**config.mk**
```make
export PLATFORM = sky130hd
export DESIGN_NAME = fbpa_front
export DESIGN_NICKNAME = d
export VERILOG_FILES = /design/src/sv/fbpa_pkg.sv /design/src/sv/fbpa_front.sv
export SDC_FILE = /design/constraint.sdc
export NUM_CORES = 1
export LEC_CHECK = 0
export BUFFER_PORTS_ARGS = -buffer_cell sky130_fd_sc_hd__buf_2
export CELL_PAD_IN_SITES_DETAIL_PLACEMENT = 0
export CELL_PAD_IN_SITES_GLOBAL_PLACEMENT = 1
export CORE_AREA = 2 2 145 147
export CTS_BUF_LIST = sky130_fd_sc_hd__clkbuf_8 sky130_fd_sc_hd__clkbuf_16
export DETAILED_ROUTE_END_ITERATION = 10
export DIE_AREA = 0 0 147 149
export PLACE_DENSITY = 0.74
export SLEW_MARGIN = 15
export SYNTH_ARGS = -nofsm -noshare
export SYNTH_HDL_FRONTEND = slang
export SYNTH_SLANG_ARGS = --single-unit
```
**constraint.sdc**
```tcl
create_clock -name clk -period 3.3 [get_ports clk]
set_clock_uncertainty 0.05 [all_clocks]
set_input_delay 0.165 -clock clk [delete_from_list [all_inputs] [get_ports clk]]
set_output_delay 0.165 -clock clk [all_outputs]
set_load 0.03 [all_outputs]
```
**src/sv/fbpa_pkg.sv**
```systemverilog
// ----------------------------------------------------------------------------
// fbpa_pkg
// Widths, codes and transfer types shared by the pool allocator modules.
// ----------------------------------------------------------------------------
package fbpa_pkg;

    localparam int ADDR_BITS      = 32;
    localparam int AW1            = ADDR_BITS + 1;
    localparam int REGION_W       = 32;
    localparam int SIZE_W         = 13;
    localparam int ALIGN_W        = 4;
    localparam int REQ_W          = 2;
    localparam int STATUS_W       = 3;
    localparam int OUT_CNT_W      = 11;
    localparam int CFG_IDX_W      = 2;
    localparam int CFG_DATA_W     = 13;
    localparam int STRIDE_W       = 2 ** ALIGN_W;
    localparam int QUEUE_DEPTH    = 2;
    localparam int MAX_BLOCKS_DEF = 1024;
    localparam int NODE_BYTES_DEF = 8;

    localparam logic [SIZE_W-1:0]  BLOCK_BYTES_RST = 13'd64;
    localparam logic [ALIGN_W-1:0] BLOCK_ALIGN_RST = 4'd3;

    localparam logic [REQ_W-1:0] REQ_ALLOC  = 2'd0;
    localparam logic [REQ_W-1:0] REQ_FREE   = 2'd1;
    localparam logic [REQ_W-1:0] REQ_REGION = 2'd2;

    localparam logic [STATUS_W-1:0] STATUS_OK       = 3'd0;
    localparam logic [STATUS_W-1:0] STATUS_EMPTY    = 3'd1;
    localparam logic [STATUS_W-1:0] STATUS_TOO_BIG  = 3'd2;
    localparam logic [STATUS_W-1:0] STATUS_OVER_ALN = 3'd3;
    localparam logic [STATUS_W-1:0] STATUS_BAD_FREE = 3'd4;
    localparam logic [STATUS_W-1:0] STATUS_FULL     = 3'd5;

    localparam logic [CFG_IDX_W-1:0] CFG_BLOCK_BYTES = 2'd0;
    localparam logic [CFG_IDX_W-1:0] CFG_BLOCK_ALIGN = 2'd1;

    typedef struct packed {
        logic [REQ_W-1:0]    kind;
        logic [STATUS_W-1:0] status;
        logic [AW1-1:0]      base;
        logic [AW1-1:0]      lim;
        logic [SIZE_W-1:0]   chunk;
        logic [STRIDE_W-1:0] stride;
    } cmd_t;

    typedef struct packed {
        logic [ADDR_BITS-1:0] granted_address;
        logic [STATUS_W-1:0]  status;
        logic [OUT_CNT_W-1:0] blocks_added;
        logic [OUT_CNT_W-1:0] free_blocks;
    } result_t;

endpackage

```
**src/sv/fbpa_front.sv**
```systemverilog
// ----------------------------------------------------------------------------
// fbpa_front
// Holds the configuration registers and classifies each request: size and
// alignment checks, region start, end and stride.
// ----------------------------------------------------------------------------
module fbpa_front #(
    parameter int NODE_BYTES = fbpa_pkg::NODE_BYTES_DEF
) (
    input  logic                            clk,
    input  logic                            rst_n,
    input  logic                            cfg_we,
    input  logic [fbpa_pkg::CFG_IDX_W-1:0]  cfg_index,
    input  logic [fbpa_pkg::CFG_DATA_W-1:0] cfg_data,
    input  logic [fbpa_pkg::REQ_W-1:0]      req_type,
    input  logic [fbpa_pkg::ADDR_BITS-1:0]  address,
    input  logic [fbpa_pkg::REGION_W-1:0]   region_bytes,
    input  logic [fbpa_pkg::SIZE_W-1:0]     request_bytes,
    input  logic [fbpa_pkg::ALIGN_W-1:0]    request_align_log2,
    output fbpa_pkg::cmd_t                  cmd
);
    import fbpa_pkg::*;

    localparam logic [ALIGN_W-1:0] NODE_LOG2 = ALIGN_W'($clog2(NODE_BYTES));
    localparam logic [SIZE_W-1:0]  NODE_SIZE = SIZE_W'(NODE_BYTES);
    localparam logic [AW1-1:0]     ADDR_TOP  = AW1'(1) << ADDR_BITS;

    logic [SIZE_W-1:0]   block_bytes_reg;
    logic [ALIGN_W-1:0]  block_align_reg;
    logic [ALIGN_W-1:0]  eff_align;
    logic [ALIGN_W-1:0]  free_align;
    logic [STRIDE_W-1:0] align_mask;
    logic [SIZE_W-1:0]   alloc_size;
    logic [SIZE_W-1:0]   chunk;
    logic [AW1-1:0]      region_end;
    logic                bad_free;

    always_ff @(posedge clk or negedge rst_n)
    begin
        if (!rst_n)
        begin
            block_bytes_reg <= BLOCK_BYTES_RST;
            block_align_reg <= BLOCK_ALIGN_RST;
        end
        else if (cfg_we)
        begin
            if (cfg_index == CFG_BLOCK_BYTES)
            begin
                block_bytes_reg <= cfg_data[SIZE_W-1:0];
            end
            else if (cfg_index == CFG_BLOCK_ALIGN)
            begin
                block_align_reg <= cfg_data[ALIGN_W-1:0];
            end
        end
    end

    always_comb
    begin
        eff_align  = (block_align_reg > NODE_LOG2) ? block_align_reg : NODE_LOG2;
        free_align = (request_align_log2 > NODE_LOG2) ? request_align_log2 : NODE_LOG2;
        align_mask = (STRIDE_W'(1) << eff_align) - STRIDE_W'(1);
        alloc_size = (request_bytes < NODE_SIZE) ? NODE_SIZE : request_bytes;
        chunk      = (block_bytes_reg == '0) ? SIZE_W'(1) : block_bytes_reg;
        region_end = AW1'(address) + AW1'(region_bytes);
        bad_free   = (request_bytes > block_bytes_reg) || (free_align != eff_align);

        cmd.kind   = req_type;
        cmd.chunk  = chunk;
        cmd.stride = (STRIDE_W'(chunk) + align_mask) & ~align_mask;
        cmd.lim    = (region_end > ADDR_TOP) ? ADDR_TOP : region_end;
        cmd.base   = AW1'(address);
        cmd.status = STATUS_OK;

        unique case (req_type)
            REQ_ALLOC:
            begin
                if (alloc_size > block_bytes_reg)
                begin
                    cmd.status = STATUS_TOO_BIG;
                end
                else if (request_align_log2 > eff_align)
                begin
                    cmd.status = STATUS_OVER_ALN;
                end
            end
            REQ_FREE:
            begin
                cmd.status = bad_free ? STATUS_BAD_FREE : STATUS_OK;
            end
            REQ_REGION:
            begin
                cmd.base = (AW1'(address) + AW1'(align_mask)) & ~AW1'(align_mask);
            end
            default:
            begin
                cmd.status = STATUS_OK;
            end
        endcase
    end

endmodule

```
==> results.md, run 1 <==
- Final setup viols: 4
- Reg-to-Reg Start: block_align_reg[3]
- Worst Tran Pin Value: 1020 ps
- Most common cell in the netlist: ha_1
- Sequential fraction of the synthesis area: 7.19%
- Antenna-violating nets left: 0
- Predominant post-synthesis flop cell: dfrtp_1
- Startpoint types: flop
- Pwr/cell area: 391 nW/um^2
- Hold Path End: block_bytes_reg[6]
- CP arrival: 3120 ps
- Pins Over Slew Limit: 0
- Critical Path Sink Type: output port
- CP required: 3080 ps
- First drt pass iteration count: 5
- Pin count of the biggest net entering global routing: 27
- R2r setup slk: 2140 ps
- Fillers: 2086
- First-pass GRT wire length: 36.2 mm
- Crit path max-delay family: simple AND/OR/NAND/NOR gates
- Max clock buf depth: 2
- Leak: 4.75 nW
- Final min period: 3340 ps
- Root Driver: clkbuf_16
- Synth async-reset ratio: 100%
- DP Cell Count: 1468
- Biggest cell delay along the critical path: 570 ps
- Via/cell ratio: 5.07
- Post-DP Area: 8620 sq um
- Std-Cell Rows: 53
- Diodes inserted: 0
- WP buf/inv: 1
- Vias: 7652
- Vias in the first global route: 7532
- Gpl congestion: 0.873
- Max-Slew Margin vs Limit: 32.2%
- Drt initial violations: 261
- Clock Latency Late Sink: 250 ps
- Die Span X: 147 microns
- IO Port Bufs: 197
- Routed wire per std cell: 15.4 microns
- TritonCTS Buffers: 3
- Share of cells above drive strength 1: 45.6%
- Final WL: 23.2 mm
- Fin util: 47.1%
- CP most frequent cell: a21o_1
- Unrepaired setup endpoints after global routing: true
- Initial antenna violation count: 0
- Yosys reg bits: 17
- Hold depth: 3
- Leading area contributor after synthesis: ha_1
- Failing checks: setup timing
- Yosys Warn Count: 0
- GRT overflow: 0
- Ranking of synthesized cells by area: ha_1 (19%), dfrtp_1 (5.9%), a21oi_1 (5.2%), nand2_1 (5.2%), nor2_1 (5.2%)
- Final worst setup slack: -38.8 ps
- Detailed Place HPWL: 19.3 mm
- Commonest cells post-synth: ha_1 (92), nand2_1 (82), nor2_1 (82), a21oi_1 (62), o21ai_0 (53)
- Pre-CTS setup slack: -373 ps
- Max IR drop VDD: 0.301 mV
- Maxcap violations: 0
- Reg-to-reg endpoint: block_align_reg[3]
- Avg Inst Size Synth: 6.96 sq um
- Starting Density: 29.0%
- CP max stage cell: dfstp_2
- DRC: 0
- Reg2Reg Depth: 3
- Sink Count: 17
- Nets: 1430
- Largest register FFs: 13
- Worst-path clk slew: 50 ps
- Overall routing resource usage: 19.9%
- EDFF count, synth: 0
- Worst min-delay path startpoint: cfg_data[6]
- Critical path class: flop to output port
- Area growth syn-to-layout: 62.4%
- Worst path cell trace: nand2_1 -> nand2_1 -> a21oi_2 -> nor2_4 -> ha_4 -> a21o_1 -> a21o_1 -> a21o_1 -> or4_4 -> nand3_4 -> nor3_4 -> xnor2_2 -> buf_6
- Hold Vio Cnt, Final: 0
- Die area: 21900 sq um
- Overall power: 3.79 mW
- Die H: 149 microns
- Status: finished with violations
- Tcrit/Tclk final: 101%
- Cell area after synthesis: 5970 sq um
- Worst Setup SP: block_align_reg[1]
- Synth top area share: 19.3%
- Post-synthesis cell type count: 85
- Crit Path Max Fanout: 7
- IO Count: 201
- Design area: 9690 sq um
- CTS H-Tree Depth: 1
- Fin cells: 1508
- Worst hold-check path type: input pin to flop
- TritonCTS clock tree: done
- Mapped Cells: 858
- Fmax: 0.300 GHz
- Core ar.: 20600 sq um
-- cell usage in the layout, fill, tap and decap left out, types with 5 or more instances in the layout --
cell type / Yosys / routed
nor3_2: 0 / 8
o21bai_1: 6 / 5
and2_1: 14 / 14
o21ai_2: 1 / 7
o41ai_1: 6 / 5
nor4_1: 11 / 5
nand4_1: 14 / 14
buf_2: 10 / 164
xnor2_1: 19 / 16
ha_4: 0 / 7
nor3_4: 0 / 7
o21ai_1: 3 / 7
and3_1: 14 / 13
nor2_1: 82 / 72
mux2_2: 5 / 5
nand2b_1: 12 / 10
a21oi_2: 4 / 18
xor2_1: 33 / 25
a31oi_1: 5 / 5
o21a_1: 22 / 21
nand2_1: 82 / 80
nand3_1: 22 / 21
o211ai_1: 10 / 10
buf_6: 1 / 23
inv_1: 45 / 41
a21oi_1: 62 / 44
xor2_2: 0 / 8
buf_4: 3 / 236
nor3_1: 34 / 19
mux2i_1: 5 / 5
o21ai_0: 53 / 43
dfrtp_1: 14 / 13
a21o_1: 17 / 17
nor2b_1: 16 / 13
nor4_2: 1 / 5
ha_1: 92 / 84
o31ai_1: 10 / 9
nor2_2: 0 / 8
-- report_power, final --
part / internal (mW) / switching [mW] / leakage [nW]
Combinational: 1.45 / 1.81 / 4.51
Clock: 0.162 / 0.0793 / 0.0409
Sequential: 0.251 / 0.0407 / 0.201
Total: 1.86 / 1.93 / 4.75
-- worst max path at each step --
stage	endpoint	slack (ps)	cells after the start
final	cmd[93]	-40	13
after global routing	cmd[93]	-150	13
after CTS	cmd[34]	-180	15
after detailed placement	cmd[32]	-370	14
after global placement	cmd[32]	-300	14
after floorplan	cmd[32]	-150	12
-- worst reg2reg max path, stage by stage, from the launching register on --
cell and delay [ps]:
dfrtp_2 460, buf_4 160, buf_4 130, mux2_2 250
-- per-layer routing --
layer / wire length, microns / share of wire [%] / up-vias / GRT usage [%]
li1: - / - / 3861 / -
met1: 9580 / 41 / 3554 / 24.0
met2: 12100 / 52 / 200 / 38.7
met3: 887 / 3.8 / 37 / 0.795
met4: 608 / 2.6 / 0 / 5.19
met5: 0 / 0 / - / 0
-- metrics by stage --
step	setup TNS, ps	hold slack (ps)
2_1_floorplan	-152	-181
6_report	-57.9	81.0
4_1_cts	-462	81.1
5_1_grt	-2070	103
3_3_place_gp	-1740	49.1
3_5_place_dp	-1950	56.1
-- what timing repair did --
| action | CTS | global route |
|---|---|---|
| hold buffers | 1 | 0 |
| gates resized for setup | 70 | 119 |
| pin swaps | 29 | 47 |
| endpoints found under the hold margin | 14 | 0 |
| buffers inserted | 25 | 16 |
| setup endpoints to repair | 39 | 60 |
-- layout make-up --
cell class                 instances  area (sq um)  area share [%]
clock inverter                     1          5.00          0.0516
timing repair buffer             424          2860            29.5
clock buffer                       3          75.1           0.775
tap                              275           344            3.55
multi-input combinational        741          5800            59.8
inverter                          47           179            1.85
sequential                        17           430            4.44
-- logic make-up after synthesis --
logic type / share of synthesized area (%)
AND/OR/NAND/NOR: 27.7
AO/OA/AOI/OAI: 28.4
buffers and inverters: 6.94
adder cells (fa/ha/maj): 20.3
XOR/XNOR: 7.63
flip-flops: 7.19
multiplexers: 1.78
other: 0.126
Note: power is estimated with default switching activity, not from simulation.
==> run 2: changes to the inputs <==
--- a/config.mk
+++ b/config.mk
@@ -12,6 +12,7 @@
 export CTS_BUF_LIST = sky130_fd_sc_hd__clkbuf_8 sky130_fd_sc_hd__clkbuf_16
 export DETAILED_ROUTE_END_ITERATION = 10
 export DIE_AREA = 0 0 147 149
+export MAX_ROUTING_LAYER = met4
 export PLACE_DENSITY = 0.74
 export SLEW_MARGIN = 15
 export SYNTH_ARGS = -nofsm -noshare
==> results.md, run 2 (synthesized netlist as in run 1, its figures left out) <==
- Status: finished with violations
- Failing checks: setup timing
- Diodes inserted: 0
- Worst Tran Pin Value: 1020 ps
- Sink Count: 17
- Critical path class: flop to output port
- Initial antenna violation count: 0
- IO Count: 201
- Worst hold-check path type: input pin to flop
- Pin count of the biggest net entering global routing: 27
- Reg-to-Reg Start: block_align_reg[3]
- Worst-path clk slew: 50 ps
- Worst Setup SP: block_align_reg[1]
- Starting Density: 29.0%
- Clock power frac: 6.4%
- Die Span X: 147 microns
- Sequential power share: 7.7%
- Crit Path Max Fanout: 7
- Max IR drop VDD: 0.298 mV
- Worst min-delay path startpoint: cfg_data[6]
- Maxcap violations: 0
- Pint: 1.86 mW
- Fmax: 0.299 GHz
- Hold Vio Cnt, Final: 0
- Overall routing resource usage: 20.5%
- Share of cells above drive strength 1: 45.3%
- Antenna-violating nets left: 0
- Tcrit/Tclk final: 101%
- Vias: 7686
- Commonest non-fill, non-tap cells in the layout: buf_4 (236), buf_2 (165), ha_1 (84)
- Final WL: 23.2 mm
- Root Driver: clkbuf_16
- Largest register FFs: 13
- Core ar.: 20600 sq um
- Startpoint types: flop
- Std-Cell Rows: 53
- TritonCTS clock tree: done
- Logic pwr share: 85.9%
- Via/cell ratio: 5.10
- Die H: 149 microns
- Area growth syn-to-layout: 62.2%
- Die area: 21900 sq um
- Leak: 4.76 nW
- Nets: 1430
- CP arrival: 3120 ps
- Unrepaired setup endpoints after global routing: true
- Fin util: 47.1%
- First-pass GRT wire length: 36.2 mm
- Pins Over Slew Limit: 0
- NetSw: 1.93 mW
- Most common cell after layout, fill and taps aside: buf_4
- Max clock buf depth: 2
- CP required: 3080 ps
- IO Port Bufs: 197
- Final setup viols: 6
- Max-Slew Margin vs Limit: 32.3%
- Clock Latency Late Sink: 250 ps
- Pwr/cell area: 391 nW/um^2
- First drt pass iteration count: 4
- Vias in the first global route: 7525
- DRC: 0
- Routed wire per std cell: 15.4 microns
- Sw Share: 50.9%
- Critical Path Sink Type: output port
- GRT overflow: 0
- Post-route setup TNS: -104 ps
- CTS H-Tree Depth: 1
- Detailed Place HPWL: 19.3 mm
- Final min period: 3340 ps
- TritonCTS Buffers: 3
- Final worst setup slack: -40.0 ps
- Gpl congestion: 0.887
- Drt initial violations: 267
==> run 2: final timing paths <==
path                                       to  cells after the start  slack (ps)
setup / recovery                      cmd[81]                     13         -40
hold / removal             block_bytes_reg[6]                      3          80
setup reg to reg           block_align_reg[3]                      3        2160
hold reg to reg            block_bytes_reg[0]                      2         590
max in group asynchronous  block_align_reg[1]                      2        2560
min in group asynchronous  block_bytes_reg[2]                      2         320
==> run 2: worst max-delay path, stage by stage, from the launching register on <==
cell and delay, ps:
dfstp_2 570, nand2_1 70, nand2_1 100, a21oi_2 80, nor2_4 150, ha_4 220
a21o_1 170, a21o_1 150, a21o_1 190, or4_4 550, nand3_4 190, nor2_1 100
xor2_2 140, buf_2 180
==> run 2: layout make-up <==
cell class,instances,area [sq um]
clock buffers,3,75.1
inverters,47,178
repair buffers,424,2860
flip-flops and latches,17,430
well taps,275,344
fillers,2091,10900
multi-input cells,741,5790
clock inverters,1,5.00
==> run 2: per-stage QoR <==
stage               std cells  power [mW]  hold WS [ps]  setup slack (ps)  area [sq um]
finish                   1508        3.79          79.4             -40.0          9680
global placement         1468        3.03          49.1              -304          8620
global route             1508        4.08           103              -149          9680
CTS                      1497        3.55          81.1              -181          9150
detailed placement       1468        3.06          56.1              -373          8620
floorplan                 860        2.02          -181              -151          6080
==> run 2: power groups by stage <==
stage / Combinational (mW) / Clock, mW / Sequential [mW]
floorplan: 1.75 / 0 / 0.273
global placement: 2.75 / 0 / 0.284
detailed placement: 2.77 / 0 / 0.285
CTS: 3.02 / 0.247 / 0.286
global route: 3.53 / 0.255 / 0.295
finish: 3.25 / 0.243 / 0.291
==> run 2: metal layers <==
layer	share of wire [%]	routed length (microns)	global-route usage, %	up-vias
met3	3.2	741	0.612	37
met1	42	9680	24.1	3584
met2	53	12200	38.7	199
met5	0	0	-	-
li1	-	-	-	3866
met4	2.5	577	5.19	0
==> run 2: repair_timing <==
item	CTS	global route
pin swaps	29	46
setup buffers	25	16
hold endpoints to repair	14	0
setup endpoints to repair	39	60
gates resized for setup	70	112
hold buffers	1	0
