<file path="src/sv/fbpa_pkg.sv">
// ----------------------------------------------------------------------------
// fbpa_pkg
// Widths, codes and transfer types shared by the pool allocator modules.
// ----------------------------------------------------------------------------
package fbpa_pkg;

    localparam int ADDR_BITS      = 32;
    localparam int AW1            = ADDR_BITS + 1;
    localparam int REGION_W       = 32;
    localparam int SIZE_W         = 13;
    localparam int ALIGN_W        = 4;
    localparam int REQ_W          = 2;
    localparam int STATUS_W       = 3;
    localparam int OUT_CNT_W      = 11;
    localparam int CFG_IDX_W      = 2;
    localparam int CFG_DATA_W     = 13;
    localparam int STRIDE_W       = 2 ** ALIGN_W;
    localparam int QUEUE_DEPTH    = 2;
    localparam int MAX_BLOCKS_DEF = 1024;
    localparam int NODE_BYTES_DEF = 8;

    localparam logic [SIZE_W-1:0]  BLOCK_BYTES_RST = 13'd64;
    localparam logic [ALIGN_W-1:0] BLOCK_ALIGN_RST = 4'd3;

    localparam logic [REQ_W-1:0] REQ_ALLOC  = 2'd0;
    localparam logic [REQ_W-1:0] REQ_FREE   = 2'd1;
    localparam logic [REQ_W-1:0] REQ_REGION = 2'd2;

    localparam logic [STATUS_W-1:0] STATUS_OK       = 3'd0;
    localparam logic [STATUS_W-1:0] STATUS_EMPTY    = 3'd1;
    localparam logic [STATUS_W-1:0] STATUS_TOO_BIG  = 3'd2;
    localparam logic [STATUS_W-1:0] STATUS_OVER_ALN = 3'd3;
    localparam logic [STATUS_W-1:0] STATUS_BAD_FREE = 3'd4;
    localparam logic [STATUS_W-1:0] STATUS_FULL     = 3'd5;

    localparam logic [CFG_IDX_W-1:0] CFG_BLOCK_BYTES = 2'd0;
    localparam logic [CFG_IDX_W-1:0] CFG_BLOCK_ALIGN = 2'd1;

    typedef struct packed {
        logic [REQ_W-1:0]    kind;
        logic [STATUS_W-1:0] status;
        logic [AW1-1:0]      base;
        logic [AW1-1:0]      lim;
        logic [SIZE_W-1:0]   chunk;
        logic [STRIDE_W-1:0] stride;
    } cmd_t;

    typedef struct packed {
        logic [ADDR_BITS-1:0] granted_address;
        logic [STATUS_W-1:0]  status;
        logic [OUT_CNT_W-1:0] blocks_added;
        logic [OUT_CNT_W-1:0] free_blocks;
    } result_t;

endpackage

</file>
<file path="src/sv/fbpa_fifo.sv">
// ----------------------------------------------------------------------------
// fbpa_fifo
// Small flop-based queue used for the allocator's command and result queues.
// ----------------------------------------------------------------------------
module fbpa_fifo #(
    parameter int WIDTH = 8,
    parameter int DEPTH = fbpa_pkg::QUEUE_DEPTH
) (
    input  logic             clk,
    input  logic             rst_n,
    input  logic             wr_en,
    input  logic [WIDTH-1:0] wr_data,
    input  logic             rd_en,
    output logic [WIDTH-1:0] rd_data,
    output logic             full,
    output logic             empty
);
    import fbpa_pkg::*;

    localparam int PTR_W = (DEPTH > 1) ? $clog2(DEPTH) : 1;
    localparam int CNT_W = $clog2(DEPTH + 1);
    localparam logic [PTR_W-1:0] LAST = PTR_W'(DEPTH - 1);

    logic [WIDTH-1:0] data_reg [DEPTH];
    logic [PTR_W-1:0] wr_ptr_reg, wr_ptr_next;
    logic [PTR_W-1:0] rd_ptr_reg, rd_ptr_next;
    logic [CNT_W-1:0] count_reg, count_next;
    logic             do_wr, do_rd;

    assign full    = (count_reg == CNT_W'(DEPTH));
    assign empty   = (count_reg == '0);
    assign do_wr   = wr_en && !full;
    assign do_rd   = rd_en && !empty;
    assign rd_data = data_reg[rd_ptr_reg];

    always_comb
    begin
        wr_ptr_next = wr_ptr_reg;
        rd_ptr_next = rd_ptr_reg;
        count_next  = count_reg;
        if (do_wr)
        begin
            wr_ptr_next = (wr_ptr_reg == LAST) ? '0 : wr_ptr_reg + PTR_W'(1);
        end
        if (do_rd)
        begin
            rd_ptr_next = (rd_ptr_reg == LAST) ? '0 : rd_ptr_reg + PTR_W'(1);
        end
        if (do_wr && !do_rd)
        begin
            count_next = count_reg + CNT_W'(1);
        end
        else if (do_rd && !do_wr)
        begin
            count_next = count_reg - CNT_W'(1);
        end
    end

    always_ff @(posedge clk or negedge rst_n)
    begin
        if (!rst_n)
        begin
            wr_ptr_reg <= '0;
            rd_ptr_reg <= '0;
            count_reg  <= '0;
        end
        else
        begin
            wr_ptr_reg <= wr_ptr_next;
            rd_ptr_reg <= rd_ptr_next;
            count_reg  <= count_next;
        end
    end

    always_ff @(posedge clk)
    begin
        if (do_wr)
        begin
            data_reg[wr_ptr_reg] <= wr_data;
        end
    end

endmodule

</file>
<file path="config.mk">
export PLATFORM = sky130hd
export DESIGN_NAME = fbpa_fifo
export DESIGN_NICKNAME = d
export VERILOG_FILES = /design/src/sv/fbpa_pkg.sv /design/src/sv/fbpa_fifo.sv
export SDC_FILE = /design/constraint.sdc
export NUM_CORES = 1
export LEC_CHECK = 0
export ABC_AREA = 1
export BUFFER_PORTS_ARGS = -buffer_cell sky130_fd_sc_hd__buf_2
export CORE_UTILIZATION = 49
export CTS_CLUSTER_DIAMETER = 60
export DETAILED_ROUTE_END_ITERATION = 16
export PLACE_DENSITY = 0.84
export SYNTH_ARGS = -nofsm -noshare
export SYNTH_HDL_FRONTEND = slang
export SYNTH_SLANG_ARGS = --single-unit
</file>
<file path="constraint.sdc">
create_clock -name clk -period 1.65 [get_ports clk]
set_input_delay 0.0825 -clock clk [delete_from_list [all_inputs] [get_ports clk]]
set_output_delay 0.0825 -clock clk [all_outputs]
set_load 0.005 [all_outputs]
</file>
==> metrics.md, run 1 <==
| Metric | Value |
|---|---|
| Status | `finished clean` |
| Post-Syn Area | `810 um2` |
| Drt first-iter violations | `8` |
| Filler cells | `110` |
| Origin of the worst setup path | `rd_ptr_reg` |
| Via count | `around 600` |
| Syn Inst Count | `73` |
| Largest net degree at the start of global routing | `12` |
| Final Skew | `0.00147 ns` |
| Clock buffer count from CTS | `3` |
| Largest register FFs | `16` |
| Die width | `42.6 um` |
| Clock Path Buffers | `2` |
| Leakage | `0.000503 uW` |
| Tot GR Track Use | `0.182` |
| H-tree Lvls | `1` |
| Final hold vios | `0` |
| Avg Synthesized Cell Area | `11.1 um2` |
| Setup violators final | `0` |
| Pre-CTS setup slack | `about 0.29 ns` |
| # IOs | `22` |
| Worst Path Max Fanout | `10` |
| Syn nets | `86` |
| FF-to-FF Start | `count_reg[0]` |
| GP Congestion | `0.782` |
| Max IR drop VDD | `0.000757 V` |
| Hold path start | `rd_en` |
| Hpwl dp | `994 um` |
| Clk sinks | `20` |
| Final #Nets | `121` |
| Share of cells above drive strength 1 | `0.262` |
| Synth warn | `0` |
| Min setup slack post-route | `0.248 ns` |
| DR pass1 iterations | `4` |
| Worst path required time | `1.57 ns` |
| # rows | `14` |
| Max-cap violations | `0` |
| CORE AREA | `approximately 0.0015 mm2` |
| Hold crit path type | `in -> reg` |
| Drt total wl | `1450 um` |
| Achievable Freq | `713 MHz` |
| RSZ-0062 raised after global routing | `false` |
| Clock Latency Late Sink | `about 0.28 ns` |
| Relative slew slack | `0.764` |
| Reg clk slew, reported paths | `around 0.1 ns` |
| Synthesized flop and latch total | `20` |
| Global-route wire length before repair | `2350 um` |
| Worst Setup End Kind | `output port` |
| Power Density | `1520 mW/mm2` |
| Sequential-to-total area share from yosys stat | `0.717` |
| DR vias/cell | `4.91` |
| Startpoint Class | `register` |
| Die ar. | `0.00182 mm2` |
| GR Overflow Total | `0` |
| Period Utilization, post-route | `0.850` |
| Area growth syn-to-layout | `30.1%` |
| Min Tclk post-route | `1.40 ns` |
| Initial Util | `0.531` |
| ANT cells | `0` |
| ANT nets after route | `0` |
| Vias in the first global route | `595` |
| WL/cell | `11.8 um` |
| TritonCTS clock tree | `yes` |
| Initial antenna violation count | `0` |
| Fin Setup TNS | `0 ns` |
| Port buffer count | `21` |
| Yosys cell types | `14` |
| Slew @ Worst Pin | `0.354 ns` |
| Worst setup path class | `reg -> out` |
| CTS Root Cell | `clkbuf_4` |
| DIE HEIGHT | `around 43 um` |
| DRC | `0` |
| Max Slew Vio Count | `0` |
| Arr. time, crit path | `approximately 1.3 ns` |
==> logic make-up after synthesis <==
| group | synth area share |
|---|---|
| AO/OA/AOI/OAI | 0.0124 |
| flip-flops | 0.717 |
| XOR/XNOR | 0.0108 |
| buffers and inverters | 0.0433 |
| AND/OR/NAND/NOR | 0.201 |
| adder cells (fa/ha/maj) | 0.0155 |
==> through the flow <==
step           hold slack [ns]  cells  instance area (um2)  total power, uW   util
3_3_place_gp            -0.108    110                  937             1330  0.615
4_1_cts                 0.0354    123                 1050             1610  0.691
5_1_grt                 0.0523    123                 1050             1730  0.691
2_1_floorplan           -0.213     73                  810             1140      -
3_5_place_dp            -0.106    110                  937             1370  0.615
6_report                0.0438    123                 1050             1600  0.691
==> critical path, stage by stage (launching register included) <==
cell and delay, ns:
dfrtp_1 0.57, inv_2 0.16, nand2_1 0.11, nand2_1 0.07
buf_2 0.13
==> report_power, final <==
part           leakage [uW]  total [uW]  switching (uW)  internal, uW
Combinational      0.000291         578             334           245
Clock             0.0000154         222             134          87.7
Sequential         0.000197         803             102           701
==> layout make-up <==
type	instances	area (um2)	share of cell area
clock buffers	3	22.5	0.0214
inverters	8	30.0	0.0285
repair buffers	31	203	0.192
well taps	16	20.0	0.0190
multi-input cells	44	194	0.184
flip-flops and latches	20	581	0.551
clock inverters	1	3.75	0.00356
==> path summary, 6_finish.rpt <==
kind,end,slack [ns],cells past startpoint
min in group asynchronous,count_reg[1],0.11,2
min,rd_ptr_reg,0.04,3
max reg2reg,count_reg[1],0.25,6
min reg2reg,wr_ptr_reg,0.51,2
max,rd_data[3],0.25,4
max in group asynchronous,wr_ptr_reg,1.42,2
==> metal layers <==
metal	vias to the layer above	wire [um]	GRT usage
li1	302	-	-
met1	279	613	0.196
met2	21	786	0.318
met3	2	36	0.0345
met4	0	19	0.119
met5	-	0	0
==> timing repair <==
action | 4_1_cts | 5_1_grt
gates resized for setup | 0 | 0
endpoints found under the hold margin | 20 | 0
buffers inserted | 0 | 0
hold buffers | 9 | 0
==> cell usage after synthesis <==
| library cell | n | area share |
|---|---|---|
| o21ai_0 | 2 | 0.012 |
| nor2_2 | 2 | 0.015 |
| nand4_1 | 1 | 0.0077 |
| ha_1 | 1 | 0.015 |
| nor2_1 | 2 | 0.0093 |
| nand2_1 | 33 | 0.15 |
| dfrtp_1 | 4 | 0.12 |
| nand3b_1 | 1 | 0.0093 |
| nand3_1 | 1 | 0.0062 |
| inv_2 | 1 | 0.0046 |
| edfxtp_1 | 16 | 0.59 |
| buf_2 | 1 | 0.0062 |
| xnor2_1 | 1 | 0.011 |
| inv_1 | 7 | 0.032 |
==> placed cells by master (no fill, tap or decap) <==
cell	netlist	layout
nand2_1	33	33
buf_2	1	21
edfxtp_1	16	16
dlygate4sd3_1	0	9
inv_1	7	7
dfrtp_1	4	4
clkbuf_4	0	3
nor2_1	2	2
nor2_2	2	2
o21ai_0	2	2
inv_2	1	1
xnor2_1	1	1
nand3b_1	1	1
nand3_1	1	1
nand4_1	1	1
ha_1	1	1
clkinv_1	0	1
buf_4	0	1
Note: power is estimated with default switching activity, not from simulation.
==> run 2: changes to the inputs <==
==> constraint.sdc (replaced) <==
create_clock -name clk -period 1.3 [get_ports clk]
set_input_delay 0.065 -clock clk [delete_from_list [all_inputs] [get_ports clk]]
set_output_delay 0.065 -clock clk [all_outputs]
set_load 0.005 [all_outputs]
==> run 2 against run 1 <==
The flow now finishes with violations (negative setup slack). Clock skew increased by 0.0012 ns. Non-clock buffer count increased by 8. Register-to-register slack got worse by 0.27 ns. Clock power increased by 32%. Die area unchanged. Critical path depth increased by 4. Via count increased by 4.8%. Largest power group is now combinational logic.
==> metrics.md, run 2 (same netlist as run 1, synthesis figures left out) <==
| Metric | Value |
|---|---|
| DR pass1 iterations | `6` |
| Arr. time, crit path | `about 1.5 ns` |
| Failing checks | `negative setup slack` |
| Period Utilization, post-route | `1.02` |
| RSZ-0062 raised after global routing | `true` |
| Vias in the first global route | `between 600 and 700` |
| Final Hold Slack | `0.0313 ns` |
| TritonCTS clock tree | `yes` |
| Power Density | `around 2000 mW/mm2` |
| Min Tclk post-route | `around 1.3 ns` |
| Reg-to-Reg End | `count_reg[1]` |
| Drt total wl | `1690 um` |
| Clock buffer count from CTS | `3` |
| Achievable Freq | `around 760 MHz` |
| Largest register FFs | `16` |
| GR Overflow Total | `0` |
| GP Congestion | `0.855` |
| Largest net degree at the start of global routing | `12` |
| Share of cells above drive strength 1 | `0.383` |
| Flop2flop setup slack | `-0.02 ns` |
| Max Slew Vio Count | `0` |
| Origin of the worst setup path | `count_reg[1]` |
| Port buffer count | `21` |
| DRC | `0` |
| Via count | `633` |
| Area growth syn-to-layout | `43.9%` |
| Worst path required time | `between 1 and 1.5 ns` |
| Reg clk slew, reported paths | `0.11 ns` |
| Worst setup path class | `reg -> reg` |
| DR vias/cell | `4.83` |
| Leakage | `between 0.0005 and 0.0006 uW` |
| Clock Path Buffers | `2` |
| Drt first-iter violations | `11` |
| Hold path start | `rd_en` |
| Hold crit path type | `in -> reg` |
| Min setup slack post-route | `-0.0206 ns` |
| Critical-path top delay cell | `dfrtp_1` |
| Worst Hold Depth | `3` |
| Final #Nets | `129` |
| Post-route non-filler standard cell count | `131` |
| FF-to-FF Start | `count_reg[1]` |
| Total Power | `2360 uW` |
| Initial Util | `0.531` |
| CORE AREA | `between 0.0015 and 0.002 mm2` |
| Final hold vios | `0` |
| Worst Path Max Fanout | `3` |
| Die ar. | `0.00182 mm2` |
| Final Skew | `0.00266 ns` |
| # rows | `14` |
| Setup violators final | `1` |
| Initial antenna violation count | `0` |
| Path depth of the worst reg2reg path | `8` |
| Most common cell after layout, fill and taps aside | `nand2_1` |
| WL/cell | `12.9 um` |
| # IOs | `22` |
| Clk sinks | `20` |
| Max stage delay on crit path | `around 0.44 ns` |
| Max-cap violations | `0` |
| Crit path cell chain | `inv_2, nor2_4, nor2_4, ha_4, inv_1, nand3_1, nand2_1, nand2_1` |
| Slew @ Worst Pin | `~0.29 ns` |
| Hpwl dp | `1110 um` |
| ANT cells | `0` |
| DIE HEIGHT | `roughly 43 um` |
| ANT nets after route | `0` |
| Worst Setup End Kind | `register` |
| Max IR drop VDD | `0.00129 V` |
| Startpoint Class | `register` |
| Leading cell types in the layout, fill and taps excluded | `33 x nand2_1, 21 x buf_2, 16 x edfxtp_1, 9 x dlygate4sd3_1, 8 x buf_4` |
| Tot GR Track Use | `0.192` |
| Status | `finished with violations` |
| Relative slew slack | `0.805` |
| Dpl cells | `between 100 and 150` |
| CTS Root Cell | `clkbuf_4` |
| Global-route wire length before repair | `2490 um` |
| Hold Path Sink | `rd_ptr_reg` |
| Die width | `42.6 um` |
| H-tree Lvls | `1` |
| Clock Latency Late Sink | `0.29 ns` |
-- run 2: cell types whose count changed in the layout (fill, tap and decap cells not counted), moves of 2 or more --
| cell | previous run | this run |
|---|---|---|
| buf_4 | 1 | 8 |
| dfrtp_1 | 4 | 2 |
| dfrtp_2 | 0 | 2 |
| inv_1 | 7 | 5 |
| inv_2 | 1 | 3 |
| nor2_1 | 2 | 0 |
| nor2_4 | 0 | 3 |
-- run 2: power breakdown --
group	switching [uW]	leakage [uW]	internal (uW)
clock network	182	0.0000154	111
logic	551	0.000334	516
registers	107	0.000195	896
-- run 2: worst max-delay path by stage --
stage                     slack, ns            to  depth (start not counted)
after global routing          -0.08  count_reg[1]                          8
final                         -0.02  count_reg[1]                          8
after global placement         0.04  count_reg[1]                          6
after detailed placement      -0.05  count_reg[1]                          6
after floorplan                0.03  count_reg[1]                          7
after CTS                     -0.04  count_reg[1]                          7
-- run 2: per-stage QoR --
| stage | instance area [um2] | setup TNS (ns) | setup slack, ns | util |
|---|---|---|---|---|
| final | 1160 | -0.0206 | -0.0206 | 0.764 |
| after global routing | 1160 | -0.350 | -0.0847 | 0.764 |
| after CTS | 1100 | -0.0401 | -0.0401 | 0.722 |
| after detailed placement | 975 | -0.0516 | -0.0516 | 0.640 |
| after global placement | 975 | 0 | 0.0354 | 0.640 |
| after floorplan | 812 | 0 | 0.0334 | - |
-- run 2: final cells by class --
type                            count  area (um2)
Sequential cell                    20         583
Fill cell                          97         359
Timing Repair Buffer               39         275
Multi-Input combinational cell     44         230
Inverter                            8        30.0
Clock buffer                        3        22.5
Tap cell                           16        20.0
Clock inverter                      1        3.75
-- run 2: critical path, delay by kind of cell (launching register included) --
family	cells	cell delay [ns]
DFF	1	0.44
and+or+nand+nor	5	0.39
adders and majority gates	1	0.21
buffers and inverters	2	0.18
-- run 2: layer usage --
| layer | up-vias | GRT usage | wire (um) |
|---|---|---|---|
| li1 | 321 | - | - |
| met1 | 297 | 0.228 | 695 |
| met2 | 13 | 0.333 | 958 |
| met3 | 2 | 0.0302 | 30 |
| met4 | 0 | 0.0938 | 9 |
| met5 | - | 0 | 0 |
-- run 2: repair_timing --
item / CTS / global route
gates cloned: 0 / 0
gates resized for setup: 2 / 9
setup buffers: 1 / 5
hold buffers: 9 / 0
hold endpoints to repair: 20 / 0
setup endpoints to repair: 9 / 18
pin swaps: 0 / 2
==> run 3: changes to the inputs <==
--- a/config.mk
+++ b/config.mk
@@ -5,12 +5,11 @@
 export SDC_FILE = /design/constraint.sdc
 export NUM_CORES = 1
 export LEC_CHECK = 0
-export ABC_AREA = 1
 export BUFFER_PORTS_ARGS = -buffer_cell sky130_fd_sc_hd__buf_2
-export CORE_UTILIZATION = 49
+export CORE_UTILIZATION = 48
 export CTS_CLUSTER_DIAMETER = 60
 export DETAILED_ROUTE_END_ITERATION = 16
-export PLACE_DENSITY = 0.84
+export PLACE_DENSITY = 0.83
 export SYNTH_ARGS = -nofsm -noshare
 export SYNTH_HDL_FRONTEND = slang
 export SYNTH_SLANG_ARGS = --single-unit
==> run 3 against run 2 <==
The run still ends with negative setup slack left. First-iteration DRC count fell by 73%. Largest power group unchanged. Synthesized cell count down 40%. Design area is 5.3% higher. Count of clock-buffer cells in the layout did not move. Largest cell class unchanged. Setup slack got worse by 0.057 ns. Critical endpoint is now rd_data[0]. Maximum frequency shrank 4.1%.
==> metrics.md, run 3 <==
| Metric | Value |
|---|---|
| Most common cell after layout, fill and taps aside | `edfxtp_1` |
| H-tree Lvls | `1` |
| Area growth syn-to-layout | `56.8%` |
| Worst setup path class | `reg -> out` |
| Simple-Gate Fraction of Synth Area | `0.0384` |
| Initial antenna violation count | `0` |
| Hold crit path type | `in -> async` |
| Tot GR Track Use | `0.185` |
| # IOs | `22` |
| Post-Syn Area | `782 um2` |
| Largest area contributor in the netlist | `edfxtp_1` |
| Port buffer count | `21` |
| Asr flop ratio synth | `0.200` |
| Slew @ Worst Pin | `~0.22 ns` |
| Achievable Freq | `726 MHz` |
| Worst path required time | `1.24 ns` |
| Area contributors post-synth | `edfxtp_1 61%, dfrtp_1 13%, mux2_1 8.6%` |
| DR pass1 iterations | `3` |
| Min Tclk post-route | `1.38 ns` |
| Yosys cell types | `15` |
| Cell area after layout | `between 0.001 and 0.0015 mm2` |
| Status | `finished with violations` |
| Setup violators final | `9` |
| XOR/XNOR share of the synthesized area | `0.0656` |
| Dpl cells | `86` |
| Synthesized-area fraction occupied by adder cells | `0.0160` |
| Max Slew Vio Count | `0` |
| GR Overflow Total | `0` |
| Leakage | `approximately 0.00054 uW` |
| Largest register FFs | `16` |
| Global-route wire length before repair | `2280 um` |
| Worst Setup End Kind | `output port` |
| Fin Setup TNS | `-0.544 ns` |
| Most frequent cell after synthesis | `edfxtp_1` |
| Clk sinks | `20` |
| Share of the synthesized area in the top cell type | `0.614` |
| Arr. time, crit path | `1.31 ns` |
| Clock buffer count from CTS | `3` |
| Worst Path Max Fanout | `3` |
| Mux cell area share after synthesis | `0.115` |
| Synth Area in Compound Gates | `0.00640` |
| Reg clk slew, reported paths | `0.11 ns` |
| Final #Nets | `104` |
| Min setup slack post-route | `-0.0773 ns` |
| Clock Latency Late Sink | `0.30 ns` |
| Power Density | `2110 mW/mm2` |
| Final Skew | `between 0.005 and 0.006 ns` |
| ANT nets after route | `0` |
| ANT cells | `0` |
| Die width | `around 42 um` |
| Via count | `just over 500` |
| Post-route non-filler standard cell count | `106` |
| CTS Root Cell | `clkbuf_4` |
| DIE HEIGHT | `roughly 42 um` |
| RSZ-0062 raised after global routing | `true` |
| Period Utilization, post-route | `1.06` |
| Synth warn | `0` |
| Sequential-to-total area share from yosys stat | `0.742` |
| Relative slew slack | `0.851` |
| Synthesized flop and latch total | `20` |
| DR vias/cell | `4.80` |
| Vias in the first global route | `525` |
| Drt first-iter violations | `3` |
| WL/cell | `14.6 um` |
| Failing checks | `negative setup slack` |
| Avg Synthesized Cell Area | `17.8 um2` |
| Initial Util | `0.519` |
| Total Power | `around 2600 uW` |
| Combinational family with the most area after synthesis | `multiplexers` |
| Syn Inst Count | `between 40 and 50` |
| Post-synth top flop | `edfxtp_1` |
| Final hold vios | `0` |
| Die ar. | `0.00179 mm2` |
| # rows | `14` |
| Post-synth top cells | `16 x edfxtp_1, 6 x mux2_1, 4 x dfrtp_1` |
| Max-cap violations | `0` |
| GP Congestion | `between 0.7 and 0.8` |
| Post-synth EDFFs | `16` |
| Largest net degree at the start of global routing | `12` |
| Drt total wl | `~1600 um` |
| Leading cell types in the layout, fill and taps excluded | `16 x edfxtp_1, 15 x buf_2, 10 x buf_4, 9 x dlygate4sd3_1, 9 x buf_6` |
| Cell Area, Placed | `965 um2` |
| Filler cells | `95` |
| TritonCTS clock tree | `yes` |
| DRC | `0` |
| Hpwl dp | `slightly above 900 um` |
| Syn nets | `57` |
| Share of cells above drive strength 1 | `0.600` |
| CORE AREA | `approximately 0.0015 mm2` |
| Max IR drop VDD | `0.00121 V` |
| Clock Path Buffers | `2` |
| Startpoint Class | `register` |
## run 3: logic make-up after synthesis
group                    count (synthesis)
XOR/XNOR                                 5
buffers and inverters                    3
adder cells (fa/ha/maj)                  1
flip-flops                              20
AND/OR/NAND/NOR                          6
multiplexers                             8
AO/OA/AOI/OAI                            1
## run 3: per-stage QoR
| stage | hold slack, ns | worst slack (ns) | utilization |
|---|---|---|---|
| 6_report | 0.118 | -0.0773 | 0.814 |
| 5_1_grt | 0.101 | -0.114 | 0.814 |
| 3_3_place_gp | -0.125 | 0.00807 | 0.640 |
| 3_5_place_dp | -0.122 | -0.0691 | 0.640 |
| 2_1_floorplan | -0.231 | -0.000793 | - |
| 4_1_cts | 0.0714 | -0.0593 | 0.748 |
## run 3: worst max-delay path, stage by stage (launching register included)
cell	delay [ns]
dfrtp_2	0.45
buf_6	0.14
mux2_4	0.31
buf_6	0.12
## run 3: where the power goes
| part | internal [uW] | switching, uW |
|---|---|---|
| registers | 899 | 116 |
| clock network | 112 | 184 |
| logic | 800 | 476 |
## run 3: cell type report
cell class                 count  area (um2)  share of cell area
clock buffer                   3        22.5              0.0184
sequential                    20         582               0.474
tap                           16        20.0              0.0163
clock inverter                 1        3.75             0.00306
multi-input combinational     21         249               0.203
inverter                       2        7.51             0.00612
timing repair buffer          43         342               0.279
## run 3: layer usage
metal	part of all wire	up-vias	GRT usage
met5	0	-	0
met4	0.014	0	0.131
met3	0.028	2	0.0431
met2	0.57	15	0.314
met1	0.38	241	0.202
li1	-	251	-
## run 3: what timing repair did
item / in CTS / in global routing
hold endpoints to repair: 20 / 0
pin swaps: 4 / 0
gates resized for setup: 4 / 18
hold buffers: 9 / 0
buffers inserted: 4 / 3
endpoints found under the setup margin: 17 / 18
## run 3: final timing paths
| path | startpoint | cells after the start | to | slack (ns) |
|---|---|---|---|---|
| min in group clk | rd_en | 4 | rd_ptr_reg | 0.16 |
| hold / removal | rst_n | 2 | rd_ptr_reg | 0.12 |
| max in group asynchronous | rst_n | 2 | rd_ptr_reg | 1.05 |
| setup reg to reg | count_reg[0] | 7 | count_reg[1] | -0.06 |
| hold reg to reg | wr_ptr_reg | 1 | wr_ptr_reg | 0.60 |
| setup / recovery | rd_ptr_reg | 3 | rd_data[0] | -0.08 |
